## src/sv/sfpm_pkg.sv

```systemverilog
// Shared types, constants and helpers for the Sv32 fault page mapper.
// Used by every module of the block; depends on nothing else.
package sfpm_pkg;

  // Field widths fixed by the Sv32 format.
  localparam int unsigned PpnW    = 22;
  localparam int unsigned VpnW    = 10;
  localparam int unsigned AsidW   = 9;
  localparam int unsigned AddrW   = 34;
  localparam int unsigned WordW   = 32;
  localparam int unsigned PageCntW = PpnW + 1;
  localparam int unsigned CfgIdxW = 1;

  // Default depth of the command queue between front and back.
  localparam int unsigned QueueDepthDefault = 4;

  // Configuration register indexes.
  localparam logic [CfgIdxW-1:0] CFG_FIRST_FREE = 1'b0;
  localparam logic [CfgIdxW-1:0] CFG_LAST_FREE  = 1'b1;

  // Reset values of the allocator.
  localparam logic [PageCntW-1:0] FirstFreeReset = 23'd1024;
  localparam logic [PpnW-1:0]     LastFreeReset  = 22'h3FFFFF;

  // Item modes and page fault cause codes.
  localparam logic       MODE_FAULT    = 1'b0;
  localparam logic       MODE_READ_RSP = 1'b1;
  localparam logic [4:0] CAUSE_INSN_PF  = 5'd12;
  localparam logic [4:0] CAUSE_LOAD_PF  = 5'd13;
  localparam logic [4:0] CAUSE_STORE_PF = 5'd15;

  // PTE flag positions and the low bits written into new PTEs.
  localparam int unsigned PteBitV = 0;
  localparam int unsigned PteBitR = 1;
  localparam int unsigned PteBitX = 3;
  localparam logic [9:0]  TableFlags = 10'h001;
  localparam logic [9:0]  LeafFlags  = 10'h0CF;

  typedef enum logic [2:0] {
    KIND_NOT_HANDLED = 3'd0,
    KIND_READ_REQ    = 3'd1,
    KIND_WRITE_REQ   = 3'd2,
    KIND_DONE        = 3'd3,
    KIND_LEAF_ERROR  = 3'd4,
    KIND_OUT_OF_PAGES = 3'd5,
    KIND_UNEXPECTED  = 3'd6
  } kind_t;

  typedef enum logic [1:0] {
    PH_IDLE = 2'd0,
    PH_L1   = 2'd1,
    PH_L0   = 2'd2
  } phase_t;

  // Result sequence that one command expands into.
  typedef enum logic [1:0] {
    SEQ_SINGLE      = 2'd0,
    SEQ_WR_DONE     = 2'd1,
    SEQ_WR_OOP      = 2'd2,
    SEQ_WR_WR_DONE  = 2'd3
  } seq_t;

  typedef struct packed {
    logic             mode;
    logic [4:0]       cause;
    logic [WordW-1:0] fault_address;
    logic [WordW-1:0] satp;
    logic [WordW-1:0] read_data;
  } item_t;

  typedef struct packed {
    kind_t            kind;
    logic [AddrW-1:0] mem_address;
    logic [WordW-1:0] write_data;
    logic [AsidW-1:0] flush_asid;
    logic [WordW-1:0] flush_vaddr;
    logic             last;
  } result_t;

  typedef struct packed {
    seq_t             seq;
    kind_t            kind;
    logic [AddrW-1:0] addr1;
    logic [WordW-1:0] data1;
    logic [AddrW-1:0] addr2;
    logic [WordW-1:0] data2;
    logic [AsidW-1:0] asid;
    logic [WordW-1:0] vaddr;
  } cmd_t;

  // Byte address of a PTE: page base plus index times four never carries.
  function automatic logic [AddrW-1:0] entry_byte_addr(logic [PpnW-1:0] ppn,
                                                       logic [VpnW-1:0] idx);
    return {ppn, idx, 2'b00};
  endfunction

endpackage

```

## src/sv/sfpm_front.sv

```systemverilog
// Front part of the fault page mapper: accepts items, tracks the walk and allocates pages.
// Produces one command per accepted item for the back part. Depends on sfpm_pkg.
module sfpm_front (
  input  logic                           clk,
  input  logic                           rst,
  input  logic                           item_valid,
  output logic                           item_stall,
  input  sfpm_pkg::item_t                item,
  input  logic                           cfg_valid,
  output logic                           cfg_ready,
  input  logic [sfpm_pkg::CfgIdxW-1:0]   cfg_index,
  input  logic [sfpm_pkg::PpnW-1:0]      cfg_data,
  input  logic                           queue_full,
  output logic                           push,
  output sfpm_pkg::cmd_t                 cmd
);
  import sfpm_pkg::*;

  phase_t                phase, phase_next;
  logic [WordW-1:0]      saved_vaddr, saved_vaddr_next;
  logic [AsidW-1:0]      saved_asid, saved_asid_next;
  logic [AddrW-1:0]      pending_addr, pending_addr_next;
  logic [PageCntW-1:0]   next_free_page, next_free_page_next;
  logic [PpnW-1:0]       last_free_ppn;

  logic                  accept;
  logic                  is_fault;
  logic                  pte_valid;
  logic                  pte_leaf;
  logic [VpnW-1:0]       vpn0;
  logic [PageCntW-1:0]   page_plus1;
  logic [PageCntW-1:0]   page_plus2;
  logic                  no_page0;
  logic                  no_page1;
  logic [AddrW-1:0]      table_leaf_addr;

  // Handshakes: the front stalls only when the queue has no room.
  assign item_stall = queue_full;
  assign accept     = item_valid && !queue_full;
  assign push       = accept;
  assign cfg_ready  = 1'b1;

  // Classification of the current item.
  assign is_fault  = (item.cause == CAUSE_INSN_PF) || (item.cause == CAUSE_LOAD_PF) ||
                     (item.cause == CAUSE_STORE_PF);
  assign pte_valid = item.read_data[PteBitV];
  assign pte_leaf  = item.read_data[PteBitR] || item.read_data[PteBitX];
  assign vpn0      = saved_vaddr[12 +: VpnW];

  // Allocator checks for the first and, after a table page, the second page.
  assign page_plus1      = next_free_page + PageCntW'(1);
  assign page_plus2      = next_free_page + PageCntW'(2);
  assign no_page0        = next_free_page > {1'b0, last_free_ppn};
  assign no_page1        = page_plus1 > {1'b0, last_free_ppn};
  assign table_leaf_addr = entry_byte_addr(next_free_page[PpnW-1:0], vpn0);

  // Walk phase transitions.
  always_comb begin
    phase_next = phase;
    if (accept) begin
      unique case (phase)
        PH_IDLE: begin
          if (item.mode == MODE_FAULT && is_fault) phase_next = PH_L1;
        end
        PH_L1: begin
          if (item.mode == MODE_READ_RSP) phase_next = (pte_valid && !pte_leaf) ? PH_L0 : PH_IDLE;
        end
        PH_L0: begin
          if (item.mode == MODE_READ_RSP) phase_next = PH_IDLE;
        end
        default: phase_next = PH_IDLE;
      endcase
    end
  end

  // Command for the back part and updates of the saved walk context.
  always_comb begin
    cmd                 = '0;
    cmd.seq             = SEQ_SINGLE;
    cmd.kind            = KIND_UNEXPECTED;
    cmd.asid            = saved_asid;
    cmd.vaddr           = saved_vaddr;
    saved_vaddr_next    = saved_vaddr;
    saved_asid_next     = saved_asid;
    pending_addr_next   = pending_addr;
    next_free_page_next = next_free_page;
    if (item.mode == MODE_FAULT) begin
      if (phase == PH_IDLE) begin
        if (!is_fault) begin
          cmd.kind = KIND_NOT_HANDLED;
        end else begin
          saved_vaddr_next  = item.fault_address;
          saved_asid_next   = item.satp[22 +: AsidW];
          pending_addr_next = entry_byte_addr(item.satp[PpnW-1:0],
                                              item.fault_address[22 +: VpnW]);
          cmd.kind          = KIND_READ_REQ;
          cmd.addr1         = pending_addr_next;
        end
      end
    end else if (phase != PH_IDLE) begin
      if (pte_valid && pte_leaf) begin
        // A leaf at either level is an error.
        cmd.kind  = KIND_LEAF_ERROR;
        cmd.addr1 = pending_addr;
      end else if (phase == PH_L1 && pte_valid) begin
        // Descend into the existing level-0 table.
        pending_addr_next = entry_byte_addr(item.read_data[10 +: PpnW], vpn0);
        cmd.kind          = KIND_READ_REQ;
        cmd.addr1         = pending_addr_next;
      end else if (phase == PH_L1) begin
        // Missing level-1 entry: allocate a table page, then the data page.
        if (no_page0) begin
          cmd.kind = KIND_OUT_OF_PAGES;
        end else begin
          cmd.addr1         = pending_addr;
          cmd.data1         = {next_free_page[PpnW-1:0], TableFlags};
          pending_addr_next = table_leaf_addr;
          if (no_page1) begin
            cmd.seq             = SEQ_WR_OOP;
            next_free_page_next = page_plus1;
          end else begin
            cmd.seq             = SEQ_WR_WR_DONE;
            cmd.addr2           = table_leaf_addr;
            cmd.data2           = {page_plus1[PpnW-1:0], LeafFlags};
            next_free_page_next = page_plus2;
          end
        end
      end else begin
        // Level 0: write the leaf over an invalid or non-leaf entry.
        if (no_page0) begin
          cmd.kind = KIND_OUT_OF_PAGES;
        end else begin
          cmd.seq             = SEQ_WR_DONE;
          cmd.addr1           = pending_addr;
          cmd.data1           = {next_free_page[PpnW-1:0], LeafFlags};
          next_free_page_next = page_plus1;
        end
      end
    end
  end

  // Control state and allocator registers.
  always_ff @(posedge clk) begin
    if (rst) begin
      phase          <= PH_IDLE;
      saved_vaddr    <= '0;
      saved_asid     <= '0;
      pending_addr   <= '0;
      next_free_page <= FirstFreeReset;
      last_free_ppn  <= LastFreeReset;
    end else if (cfg_valid && cfg_ready) begin
      if (cfg_index == CFG_FIRST_FREE) next_free_page <= {1'b0, cfg_data};
      if (cfg_index == CFG_LAST_FREE)  last_free_ppn  <= cfg_data;
    end else if (accept) begin
      phase          <= phase_next;
      saved_vaddr    <= saved_vaddr_next;
      saved_asid     <= saved_asid_next;
      pending_addr   <= pending_addr_next;
      next_free_page <= next_free_page_next;
    end
  end

`ifndef SYNTHESIS
  // A walk can only start from idle with a page fault cause.
  assert property (@(posedge clk) disable iff (rst)
    accept && phase == PH_IDLE && !(item.mode == MODE_FAULT && is_fault) |=> phase == PH_IDLE)
    else $error("walk started without a page fault");
  // Level 0 is reached only from level 1.
  assert property (@(posedge clk) disable iff (rst)
    accept && phase == PH_IDLE |=> phase != PH_L0)
    else $error("level 0 entered from idle");
  // Every page handed out lies within the allocator range.
  assert property (@(posedge clk) disable iff (rst)
    accept && (cmd.seq != SEQ_SINGLE) |-> !no_page0)
    else $error("page written beyond the allocator range");
`endif

endmodule

```

## src/sv/sfpm_queue.sv

```systemverilog
// Command queue between the front and back parts of the fault page mapper.
// Register array with a read pointer, a write pointer and a fill count. Depends on sfpm_pkg.
module sfpm_queue #(
  parameter int unsigned Depth = sfpm_pkg::QueueDepthDefault
) (
  input  logic            clk,
  input  logic            rst,
  input  logic            push,
  input  sfpm_pkg::cmd_t  push_cmd,
  output logic            full,
  input  logic            pop,
  output logic            head_valid,
  output sfpm_pkg::cmd_t  head_cmd
);
  import sfpm_pkg::*;

  localparam int unsigned PtrW = (Depth > 1) ? $clog2(Depth) : 1;
  localparam int unsigned CntW = $clog2(Depth + 1);

  cmd_t              entries [Depth];
  logic [PtrW-1:0]   wr_ptr;
  logic [PtrW-1:0]   rd_ptr;
  logic [CntW-1:0]   count;
  logic              do_pop;

  assign full       = count == CntW'(Depth);
  assign head_valid = count != '0;
  assign head_cmd   = entries[rd_ptr];
  assign do_pop     = pop && head_valid;

  // Entry storage; payload needs no reset.
  always_ff @(posedge clk) begin
    if (push) entries[wr_ptr] <= push_cmd;
  end

  // Pointers and fill count.
  always_ff @(posedge clk) begin
    if (rst) begin
      wr_ptr <= '0;
      rd_ptr <= '0;
      count  <= '0;
    end else begin
      if (push) wr_ptr <= (wr_ptr == PtrW'(Depth - 1)) ? '0 : wr_ptr + PtrW'(1);
      if (do_pop) rd_ptr <= (rd_ptr == PtrW'(Depth - 1)) ? '0 : rd_ptr + PtrW'(1);
      if (push && !do_pop) count <= count + CntW'(1);
      else if (do_pop && !push) count <= count - CntW'(1);
    end
  end

`ifndef SYNTHESIS
  // The fill count never passes the depth.
  assert property (@(posedge clk) disable iff (rst) count <= CntW'(Depth))
    else $error("queue count beyond depth");
  // A push alone into an empty queue leaves exactly one entry.
  assert property (@(posedge clk) disable iff (rst)
    push && !do_pop && count == '0 |=> count == CntW'(1))
    else $error("queue lost an entry");
  // Pointers meet only when the queue is empty or full.
  assert property (@(posedge clk) disable iff (rst)
    (wr_ptr == rd_ptr) |-> (count == '0 || full))
    else $error("queue pointers out of step with count");
`endif

endmodule

```

## src/sv/sfpm_back.sv

```systemverilog
// Back part of the fault page mapper: a command register and a step counter expand each
// command into its result transactions, one per cycle unless stalled. Depends on sfpm_pkg.
module sfpm_back (
  input  logic               clk,
  input  logic               rst,
  input  logic               head_valid,
  input  sfpm_pkg::cmd_t     head_cmd,
  output logic               pop,
  output logic               result_valid,
  input  logic               result_stall,
  output sfpm_pkg::result_t  result
);
  import sfpm_pkg::*;

  cmd_t        cur;
  logic        busy;
  logic [1:0]  step;
  logic        take;
  logic        item_done;
  logic        load;

  assign result_valid = busy;
  assign take         = busy && !result_stall;
  assign item_done    = take && result.last;
  assign load         = !busy || item_done;
  assign pop          = load && head_valid;

  // Result decoder for the current command and step.
  always_comb begin
    result      = '0;
    result.kind = KIND_NOT_HANDLED;
    unique case (cur.seq)
      SEQ_SINGLE: begin
        result.kind        = cur.kind;
        result.mem_address = cur.addr1;
        result.last        = 1'b1;
      end
      SEQ_WR_DONE: begin
        if (step == 2'd0) begin
          result.kind        = KIND_WRITE_REQ;
          result.mem_address = cur.addr1;
          result.write_data  = cur.data1;
        end else begin
          result.kind        = KIND_DONE;
          result.flush_asid  = cur.asid;
          result.flush_vaddr = cur.vaddr;
          result.last        = 1'b1;
        end
      end
      SEQ_WR_OOP: begin
        if (step == 2'd0) begin
          result.kind        = KIND_WRITE_REQ;
          result.mem_address = cur.addr1;
          result.write_data  = cur.data1;
        end else begin
          result.kind = KIND_OUT_OF_PAGES;
          result.last = 1'b1;
        end
      end
      SEQ_WR_WR_DONE: begin
        if (step == 2'd0) begin
          result.kind        = KIND_WRITE_REQ;
          result.mem_address = cur.addr1;
          result.write_data  = cur.data1;
        end else if (step == 2'd1) begin
          result.kind        = KIND_WRITE_REQ;
          result.mem_address = cur.addr2;
          result.write_data  = cur.data2;
        end else begin
          result.kind        = KIND_DONE;
          result.flush_asid  = cur.asid;
          result.flush_vaddr = cur.vaddr;
          result.last        = 1'b1;
        end
      end
      default: result.last = 1'b1;
    endcase
  end

  // Command register; payload needs no reset.
  always_ff @(posedge clk) begin
    if (pop) cur <= head_cmd;
  end

  // Busy flag and step counter.
  always_ff @(posedge clk) begin
    if (rst) begin
      busy <= 1'b0;
      step <= '0;
    end else if (load) begin
      busy <= head_valid;
      step <= '0;
    end else if (take) begin
      step <= step + 2'd1;
    end
  end

`ifndef SYNTHESIS
  // A single-result command never advances past its first step.
  assert property (@(posedge clk) disable iff (rst)
    busy && cur.seq == SEQ_SINGLE |-> step == 2'd0)
    else $error("single command advanced");
  // Two-result commands stop at their second step.
  assert property (@(posedge clk) disable iff (rst)
    busy && (cur.seq == SEQ_WR_DONE || cur.seq == SEQ_WR_OOP) |-> step <= 2'd1)
    else $error("two-result command overran");
  // A result that is not the last of its item is followed by another.
  assert property (@(posedge clk) disable iff (rst)
    take && !result.last |=> result_valid)
    else $error("item ended without its last result");
`endif

endmodule

```

## src/sv/sv32_fault_page_mapper_unit.sv

```systemverilog
// Top level of the Sv32 fault page mapper: front, command queue and back.
// Depends on sfpm_pkg, sfpm_front, sfpm_queue and sfpm_back.
//
//   channel  | direction | handshake          | payload
//   ---------+-----------+--------------------+-----------------------------------
//   item     | in        | item_valid/stall   | item_t: mode, cause, address, satp, data
//   result   | out       | result_valid/stall | result_t: kind, address, data, flush
//   cfg      | in        | cfg_valid/ready    | cfg_index, cfg_data (22-bit PPN)
//
// An item is accepted whenever the command queue has room; its results, one to three per
// item, leave the back part one per cycle while result_stall is low, so the result port sets
// the sustained rate. Each command passes through the command queue and then the back
// part's command register before its first result is valid.
// Reset is synchronous; there is no clearing pass.
// A stalled result holds; the front keeps accepting until QueueDepth commands wait.
module sv32_fault_page_mapper_unit #(
  parameter int unsigned QueueDepth = sfpm_pkg::QueueDepthDefault
) (
  input  logic                          clk,
  input  logic                          rst,
  input  logic                          item_valid,
  output logic                          item_stall,
  input  sfpm_pkg::item_t               item,
  output logic                          result_valid,
  input  logic                          result_stall,
  output sfpm_pkg::result_t             result,
  input  logic                          cfg_valid,
  output logic                          cfg_ready,
  input  logic [sfpm_pkg::CfgIdxW-1:0]  cfg_index,
  input  logic [sfpm_pkg::PpnW-1:0]     cfg_data
);
  import sfpm_pkg::*;

  logic  queue_full;
  logic  push;
  cmd_t  push_cmd;
  logic  pop;
  logic  head_valid;
  cmd_t  head_cmd;

  // Front: classification, walk state and page allocation.
  sfpm_front u_front (
    .clk        (clk),
    .rst        (rst),
    .item_valid (item_valid),
    .item_stall (item_stall),
    .item       (item),
    .cfg_valid  (cfg_valid),
    .cfg_ready  (cfg_ready),
    .cfg_index  (cfg_index),
    .cfg_data   (cfg_data),
    .queue_full (queue_full),
    .push       (push),
    .cmd        (push_cmd)
  );

  // Queue that decouples the two sides.
  sfpm_queue #(
    .Depth (QueueDepth)
  ) u_queue (
    .clk        (clk),
    .rst        (rst),
    .push       (push),
    .push_cmd   (push_cmd),
    .full       (queue_full),
    .pop        (pop),
    .head_valid (head_valid),
    .head_cmd   (head_cmd)
  );

  // Back: result transactions, one per cycle unless stalled.
  sfpm_back u_back (
    .clk          (clk),
    .rst          (rst),
    .head_valid   (head_valid),
    .head_cmd     (head_cmd),
    .pop          (pop),
    .result_valid (result_valid),
    .result_stall (result_stall),
    .result       (result)
  );

endmodule

```

## config.mk

```make
export PLATFORM = sky130hd
export DESIGN_NAME = sv32_fault_page_mapper_unit
export DESIGN_NICKNAME = d
export VERILOG_FILES = /design/src/sv/sfpm_pkg.sv /design/src/sv/sfpm_front.sv /design/src/sv/sfpm_queue.sv /design/src/sv/sfpm_back.sv /design/src/sv/sv32_fault_page_mapper_unit.sv
export SDC_FILE = /design/constraint.sdc
export NUM_CORES = 1
export LEC_CHECK = 0
export ABC_CLOCK_PERIOD_IN_PS = 5700
export CORE_MARGIN = 1
export CORE_UTILIZATION = 45
export CTS_CLUSTER_DIAMETER = 50
export DETAILED_ROUTE_END_ITERATION = 10
export DONT_BUFFER_PORTS = 1
export MAX_ROUTING_LAYER = met4
export PLACE_DENSITY = 0.71
export SYNTH_ARGS = -nofsm -noshare
export SYNTH_HDL_FRONTEND = slang
export SYNTH_SLANG_ARGS = --single-unit
export TNS_END_PERCENT = 20
```

## constraint.sdc

```tcl
create_clock -name clk -period 5.7 [get_ports clk]
set_input_delay 0.57 -clock clk [delete_from_list [all_inputs] [get_ports clk]]
set_output_delay 0.57 -clock clk [all_outputs]
set_load 0.02 [all_outputs]
```

==> run_results.csv, run 1 <==
group,metric,value,unit
outcome,status,"finished, final reports clean",
worst_setup_path,cp.required,6.16,ns
sta,hold_violations,0,
global_route,grt_max_degree,99,
place,io_buffers,0,
finish,num-fill-cells,6458,
sta,rsz0062_at_grt,"false",
clocking,clock_latency,0.68,ns
clocking,clk_pin_slew_worst_paths,0.06,ns
yosys,ys_dominant_reg_cell,"edfxtp_1",
yosys,async_flop_share,0,%
yosys,synthTopCellsByArea,"edfxtp_1, mux4_2, dfxtp_1",
route,ant_nets,0,
yosys,yosys-top-cells-count,"edfxtp_1, nand2_1, mux4_2, dfxtp_1, a21oi_1",
sta,maxSlewViolCount,0,
clocking,cts_root_buffer,"clkbuf_16",
clocking,htreeDepth,3,
yosys,yosys_warnings,0,
global_route,track_usage,22.7,%
sta,finalCriticalPeriod,4.97,ns
global_route,antenna_found_initial,3,
yosys,postSynthAreaPerCell,15.4,um2
worst_setup_path,r2r_start,"u_front.next_free_page[1]",
global_route,grt_pass1_wl,140,mm
worst_setup_path,cp_max_fo,49,
min_path,hp-start,"item[75]",
clocking,clockBufferDepth,3,
yosys,yosysMostFrequentCell,"edfxtp_1",
yosys,syn_inst,2419,
worst_setup_path,reg2reg_slack,0.73,ns
route,wl_per_cell,25.9,um
worst_setup_path,endpoint,"u_queue.entries[0][56]",
min_path,worstHoldPathType,"input pin to register",
place,hpwl,56.8,mm
sta,relSlewSlack,22.7,%
yosys,yosys.area.top_type,"edfxtp_1",
global_route,overflow,0,
die,die_area,0.0841,mm2
die,io_pins,244,
worst_setup_path,start_kind,"register",
place,placedCellCount,3378,
yosys,ys_seq_area_share,70.2,%
worst_setup_path,cp_data_arrival_time,5.43,ns
route,drt_iter0_markers,2464,
die,core_area,0.0821,mm2
finish,stdcell_count,3588,
yosys,ys_ff_latch,915,
sta,worst_slew_pin_slew,1.15,ns
route,drc,0,
clocking,cts-resized-gates,0,
pwr,ir_drop,397,uV
route,drt_wl_total,92.8,mm
sta,min_period_over_period,87.2,%
clocking,cts_buffers,100,
worst_setup_path,crit_start,"u_front.next_free_page[1]",
yosys,synth_top_area_share,63.2,%
worst_setup_path,reg2reg_to,"u_queue.entries[0][56]",
route,viasPerCell,6.03,
finish,layout-drive-gt1-share,16.6,%
yosys,synth_cell_types,82,
worst_setup_path,critical_path_class,"register to register",
clocking,cts_tree,"built",
clocking,post_cts_buffers,0,
die,rows,105,
job,maxCapViolCount,0,
global_route,grt_pass1_vias,21925,
die,dieHeight,290,um
die,start_util,45.4,%
route,firstDrtPassIters,6,
sta,fmax,201,MHz
worst_setup_path,ff2ff_path_depth,17,
place,globalplace.congestion,0.882,
pwr,fin_total_pwr,19.7,mW
sta,clock_skew,0.0626,ns
die,die-width,290,um
pwr,power.density,467,mW/mm2
worst_setup_path,end_kind,"register",
finish,nets,2616,
clocking,ctsHoldBuffers,17,
yosys,synth_edf_count,785,
sta,tns,0,ns
route,via_count,21648,
clocking,cts.sinks,915,
sta,finalSetupViolations,0,
yosys,synthesis.area,0.0373,mm2
finish,syn2layout_area_growth,13.1,%
pwr,p_leak,14.8,nW
## cells by family (layout without fill, tap and decap cells)
| group | count (synthesis) | after routing | synth area share (%) |
|---|---|---|---|
| buffers and inverters | 255 | 343 | 2.78 |
| AND/OR/NAND/NOR | 661 | 661 | 8.54 |
| adder cells (fa/ha/maj) | 59 | 59 | 2.00 |
| flip-flops | 915 | 915 | 70.2 |
| multiplexers | 171 | 171 | 9.86 |
| XOR/XNOR | 29 | 29 | 0.681 |
| other | 2 | 13 | 0.0201 |
| AO/OA/AOI/OAI | 327 | 327 | 5.97 |
## worst min-delay path by stage
stage / endpoint / slack [ns] / cells past startpoint
global route: u_front.next_free_page[1] / 0.01 / 1
CTS: u_front.pending_addr[28] / 0.0004 / 1
finish: u_front.saved_vaddr[11] / 0.05 / 2
detailed placement: u_front.pending_addr[21] / 0.45 / 2
floorplan: u_front.pending_addr[12] / 0.44 / 2
global placement: u_front.pending_addr[33] / 0.44 / 2
## where the power goes
| group | internal, mW | leakage [nW] | total, mW | switching [mW] |
|---|---|---|---|---|
| clock | 3.89 | 1.69 | 6.64 | 2.75 |
| combinational | 1.40 | 4.33 | 3.95 | 2.55 |
| sequential | 8.64 | 8.79 | 9.11 | 0.473 |
## cells in the final DEF, fill, tap and decap left out, drive strengths merged, types with 6 or more instances in the layout
cell type	Yosys	final
edfxtp	785	785
nand2	262	262
mux4	157	157
dfxtp	130	130
a21oi	127	127
clkbuf	113	118
nand3	115	115
inv	76	86
nor2	83	83
and2	73	73
buf	66	63
ha	58	58
and3	48	48
clkinv	0	44
o211ai	43	43
o21ai	28	28
a222oi	26	26
a22oi	22	22
nor3	20	20
a211oi	19	19
xnor2	18	18
dlygate4sd3	0	17
nand4	17	17
mux2i	13	13
bufinv	0	12
xor2	11	11
a31oi	11	11
nor4	9	9
a21o	8	8
a311oi	8	8
conb	2	7
diode	0	6
nor2b	6	6
## metal layers
| metal | wire length, um | share of wire, % | vias up | track usage (%) |
|---|---|---|---|---|
| li1 | - | - | 9344 | - |
| met1 | 37800 | 41 | 11084 | 29.6 |
| met2 | 44500 | 48 | 1044 | 35.5 |
| met3 | 7790 | 8.4 | 176 | 4.86 |
| met4 | 2760 | 3.0 | 0 | 7.65 |
| met5 | 0 | 0 | - | - |
## state kept, by name (all words and copies together) (netlist names)
signal	cells
u_queue.entries	628
u_back.cur	157
u_front.pending_addr	32
u_front.saved_vaddr	32
u_front.next_free_page	23
u_front.last_free_ppn	22
u_front.saved_asid	9
u_queue.count	3
u_back.step	2
u_front.phase	2
u_queue.rd_ptr	2
u_queue.wr_ptr	2
u_back.result_valid	1
## cell type report
| class | count | area (um2) | area share, % |
|---|---|---|---|
| antenna | 6 | 15.0 | 0.0356 |
| clock buffer | 118 | 2610 | 6.18 |
| clock inverter | 69 | 877 | 2.08 |
| inverter | 76 | 290 | 0.688 |
| multi-input combinational | 1254 | 10200 | 24.2 |
| sequential | 915 | 26200 | 62.0 |
| tap | 1070 | 1340 | 3.17 |
| timing repair buffer | 80 | 693 | 1.64 |
## worst max-delay path, stage by stage (launching register included)
cell       delay (ns)
dfxtp_1          0.46
ha_1             0.26
and4_1           0.24
and4_1           0.30
nand2_1          0.16
nor3_1           0.25
and2_1           0.23
nand2_1          0.09
xnor2_1          0.21
ha_1             0.29
nand2_1          0.08
o21a_1           0.19
o2111ai_1        0.20
a221o_1          0.41
o21a_1           0.32
nor2_4           0.15
buf_4            0.56
and3_1           0.34
## per-stage QoR
| stage | instance area, um2 | util, % | hold slack [ns] | setup WS [ns] |
|---|---|---|---|---|
| after CTS | 42200 | 51.4 | 0.000390 | 0.769 |
| after floorplan | 37300 | - | 0.436 | 0.619 |
| after global placement | 38500 | 46.9 | 0.441 | 0.804 |
| final | 42200 | 51.4 | 0.0465 | 0.731 |
| after detailed placement | 38500 | 46.9 | 0.448 | 0.802 |
| after global routing | 42200 | 51.4 | 0.0141 | 0.356 |
Power figures use the tool's default switching activity.
==> inputs of run 2 (changes only) <==
--- a/config.mk
+++ b/config.mk
@@ -11,6 +11,7 @@
 export CTS_CLUSTER_DIAMETER = 50
 export DETAILED_ROUTE_END_ITERATION = 10
 export DONT_BUFFER_PORTS = 1
+export HOLD_SLACK_MARGIN = 0.1
 export MAX_ROUTING_LAYER = met4
 export PLACE_DENSITY = 0.71
 export SYNTH_ARGS = -nofsm -noshare
==> run 2 against run 1 <==
Die area did not move; sequential cell count did not move; sequential share of layout area fell by 1.3 points; worst setup slack got worse by 0.35 ns; clock power barely moved; wire length rose by 2.6%; sequential power barely moved; via count rose by 1.6%; critical endpoint is now u_front.next_free_page[6].
==> run_results.csv, run 2 (synthesized netlist as in run 1, its figures left out) <==
group,metric,value,unit
outcome,status,"finished, final reports clean",
job,maxCapViolCount,0,
route,drt_wl_total,95.2,mm
finish,largest_reg_flops,628,
finish,syn2layout_area_growth,15.5,%
worst_setup_path,cp.required,6.31,ns
clocking,cts_buffers,100,
global_route,overflow,0,
pwr,fin_total_pwr,19.8,mW
sta,relSlewSlack,22.9,%
sta,min_period_over_period,93.4,%
finish,final_cell_mix,"edfxtp_1, nand2_1, mux4_2",
sta,finalCriticalPeriod,5.32,ns
route,viasPerCell,5.98,
global_route,grt_max_degree,99,
sta,tns,0,ns
sta,worst_slew_pin_slew,1.15,ns
sta,finalSetupViolations,0,
die,die_area,0.0841,mm2
route,via_count,21984,
finish,layout-drive-gt1-share,16.2,%
clocking,cts.sinks,915,
worst_setup_path,critPathSlowestCell,"dlygate4sd3_1",
clocking,cts_root_buffer,"clkbuf_16",
place,globalplace.congestion,0.882,
clocking,clock_latency,0.68,ns
finish,regMostFlops,"u_queue.entries",
worst_setup_path,ff2ff_path_depth,17,
worst_setup_path,path_cells,"ha_1 > and4_1 > and4_1 > nand2_1 > nor3_1 > and4_1 > nand4_1 > xnor2_1 > ha_1 > nand3_1 > or2_2 > a2111oi_1 > o21ai_2 > and3_4 > or4b_1 > a31oi_1 > dlygate4sd3_1",
worst_setup_path,start_kind,"register",
finish,num-fill-cells,6380,
clocking,htreeDepth,3,
sta,hold_violations,0,
clocking,clk_pin_slew_worst_paths,0.06,ns
clocking,cts-resized-gates,0,
die,die-width,290,um
pwr,power.density,459,mW/mm2
worst_setup_path,cp_data_arrival_time,5.93,ns
global_route,antenna_found_initial,2,
worst_setup_path,end_kind,"register",
route,ant_nets,0,
route,firstDrtPassIters,8,
pwr,p_leak,15.2,nW
finish,nets,2702,
sta,clock_skew,0.0617,ns
finish,reg_top3,"u_queue.entries (628), u_back.cur (157)",
route,wl_per_cell,25.9,um
pwr,ir_drop,396,uV
place,io_buffers,0,
finish,layout_commonest_cell,"edfxtp_1",
worst_setup_path,max_stage_delay,0.57,ns
sta,rsz0062_at_grt,"false",
worst_setup_path,crit_top_cell,"and4_1",
sta,fmax,188,MHz
route,drc,0,
global_route,grt_pass1_wl,143,mm
die,io_pins,244,
sta,maxSlewViolCount,0,
place,hpwl,56.8,mm
clocking,cts_tree,"built",
worst_setup_path,cp_max_fo,9,
die,dieHeight,290,um
route,drt_iter0_markers,2560,
min_path,worstHoldPathType,"input pin to register",
global_route,grt_pass1_vias,22350,
worst_setup_path,critical_path_class,"register to register",
clocking,clockBufferDepth,3,
min_path,min_delay_path_depth,2,
die,core_area,0.0821,mm2
global_route,track_usage,23.2,%
die,rows,105,
die,start_util,45.4,%
==> run 2: what timing repair did <==
action / 4_1_cts / 5_1_grt
endpoints found under the hold margin: 122 / 0
endpoints found under the setup margin: 0 / 0
hold buffers: 103 / 0
setup buffers: 0 / 0
==> run 2: path summary, 6_finish.rpt <==
kind,to,slack (ns),startpoint
setup reg to reg,u_front.next_free_page[6],0.38,u_front.next_free_page[1]
hold reg to reg,u_front.pending_addr[21],0.46,u_front.pending_addr[21]
setup / recovery,u_front.next_free_page[6],0.38,u_front.next_free_page[1]
hold / removal,u_front.pending_addr[29],0.13,item[101]
==> run 2: area by class of cell <==
| class | count | area (um2) | area share (%) |
|---|---|---|---|
| tap | 1070 | 1340 | 3.11 |
| clock buffer | 118 | 2610 | 6.05 |
| clock inverter | 69 | 877 | 2.03 |
| multi-input combinational | 1254 | 10200 | 23.7 |
| sequential | 915 | 26200 | 60.7 |
| timing repair buffer | 166 | 1580 | 3.67 |
| antenna | 10 | 25.0 | 0.0580 |
| inverter | 76 | 290 | 0.673 |
==> run 2: power by group <==
part	total (mW)	switching, mW	internal [mW]
Sequential	9.12	0.477	8.64
Combinational	4.03	2.59	1.43
Clock	6.65	2.75	3.89
==> run 2: worst max-delay path: cells and delay by family (launching register included) <==
| kind | cells | cell delay, ns |
|---|---|---|
| and+or+nand+nor | 10 | 2.54 |
| DFF | 1 | 0.46 |
| adders and majority gates | 2 | 0.58 |
| xor gates and xnor gates | 1 | 0.18 |
| AOI/OAI and AO/OA | 3 | 0.94 |
| buffers and inverters | 1 | 0.57 |
==> run 2: routing by layer <==
metal	track usage, %	wire length, um	vias up
li1	-	-	9541
met1	30.6	38800	11194
met2	36.1	45400	1076
met3	4.74	8130	173
met4	8.00	2900	0
met5	-	0	-
==> run 2: through the flow <==
step | util, % | instance area (um2) | hold slack (ns) | instances | setup slack (ns)
after floorplan | - | 37300 | 0.436 | 2424 | 0.619
after global placement | 46.9 | 38500 | 0.441 | 3378 | 0.804
after detailed placement | 46.9 | 38500 | 0.448 | 3378 | 0.802
after CTS | 52.5 | 43100 | 0.100 | 3668 | 0.443
after global routing | 52.5 | 43100 | 0.111 | 3671 | 0.0252
final | 52.5 | 43100 | 0.133 | 3678 | 0.379
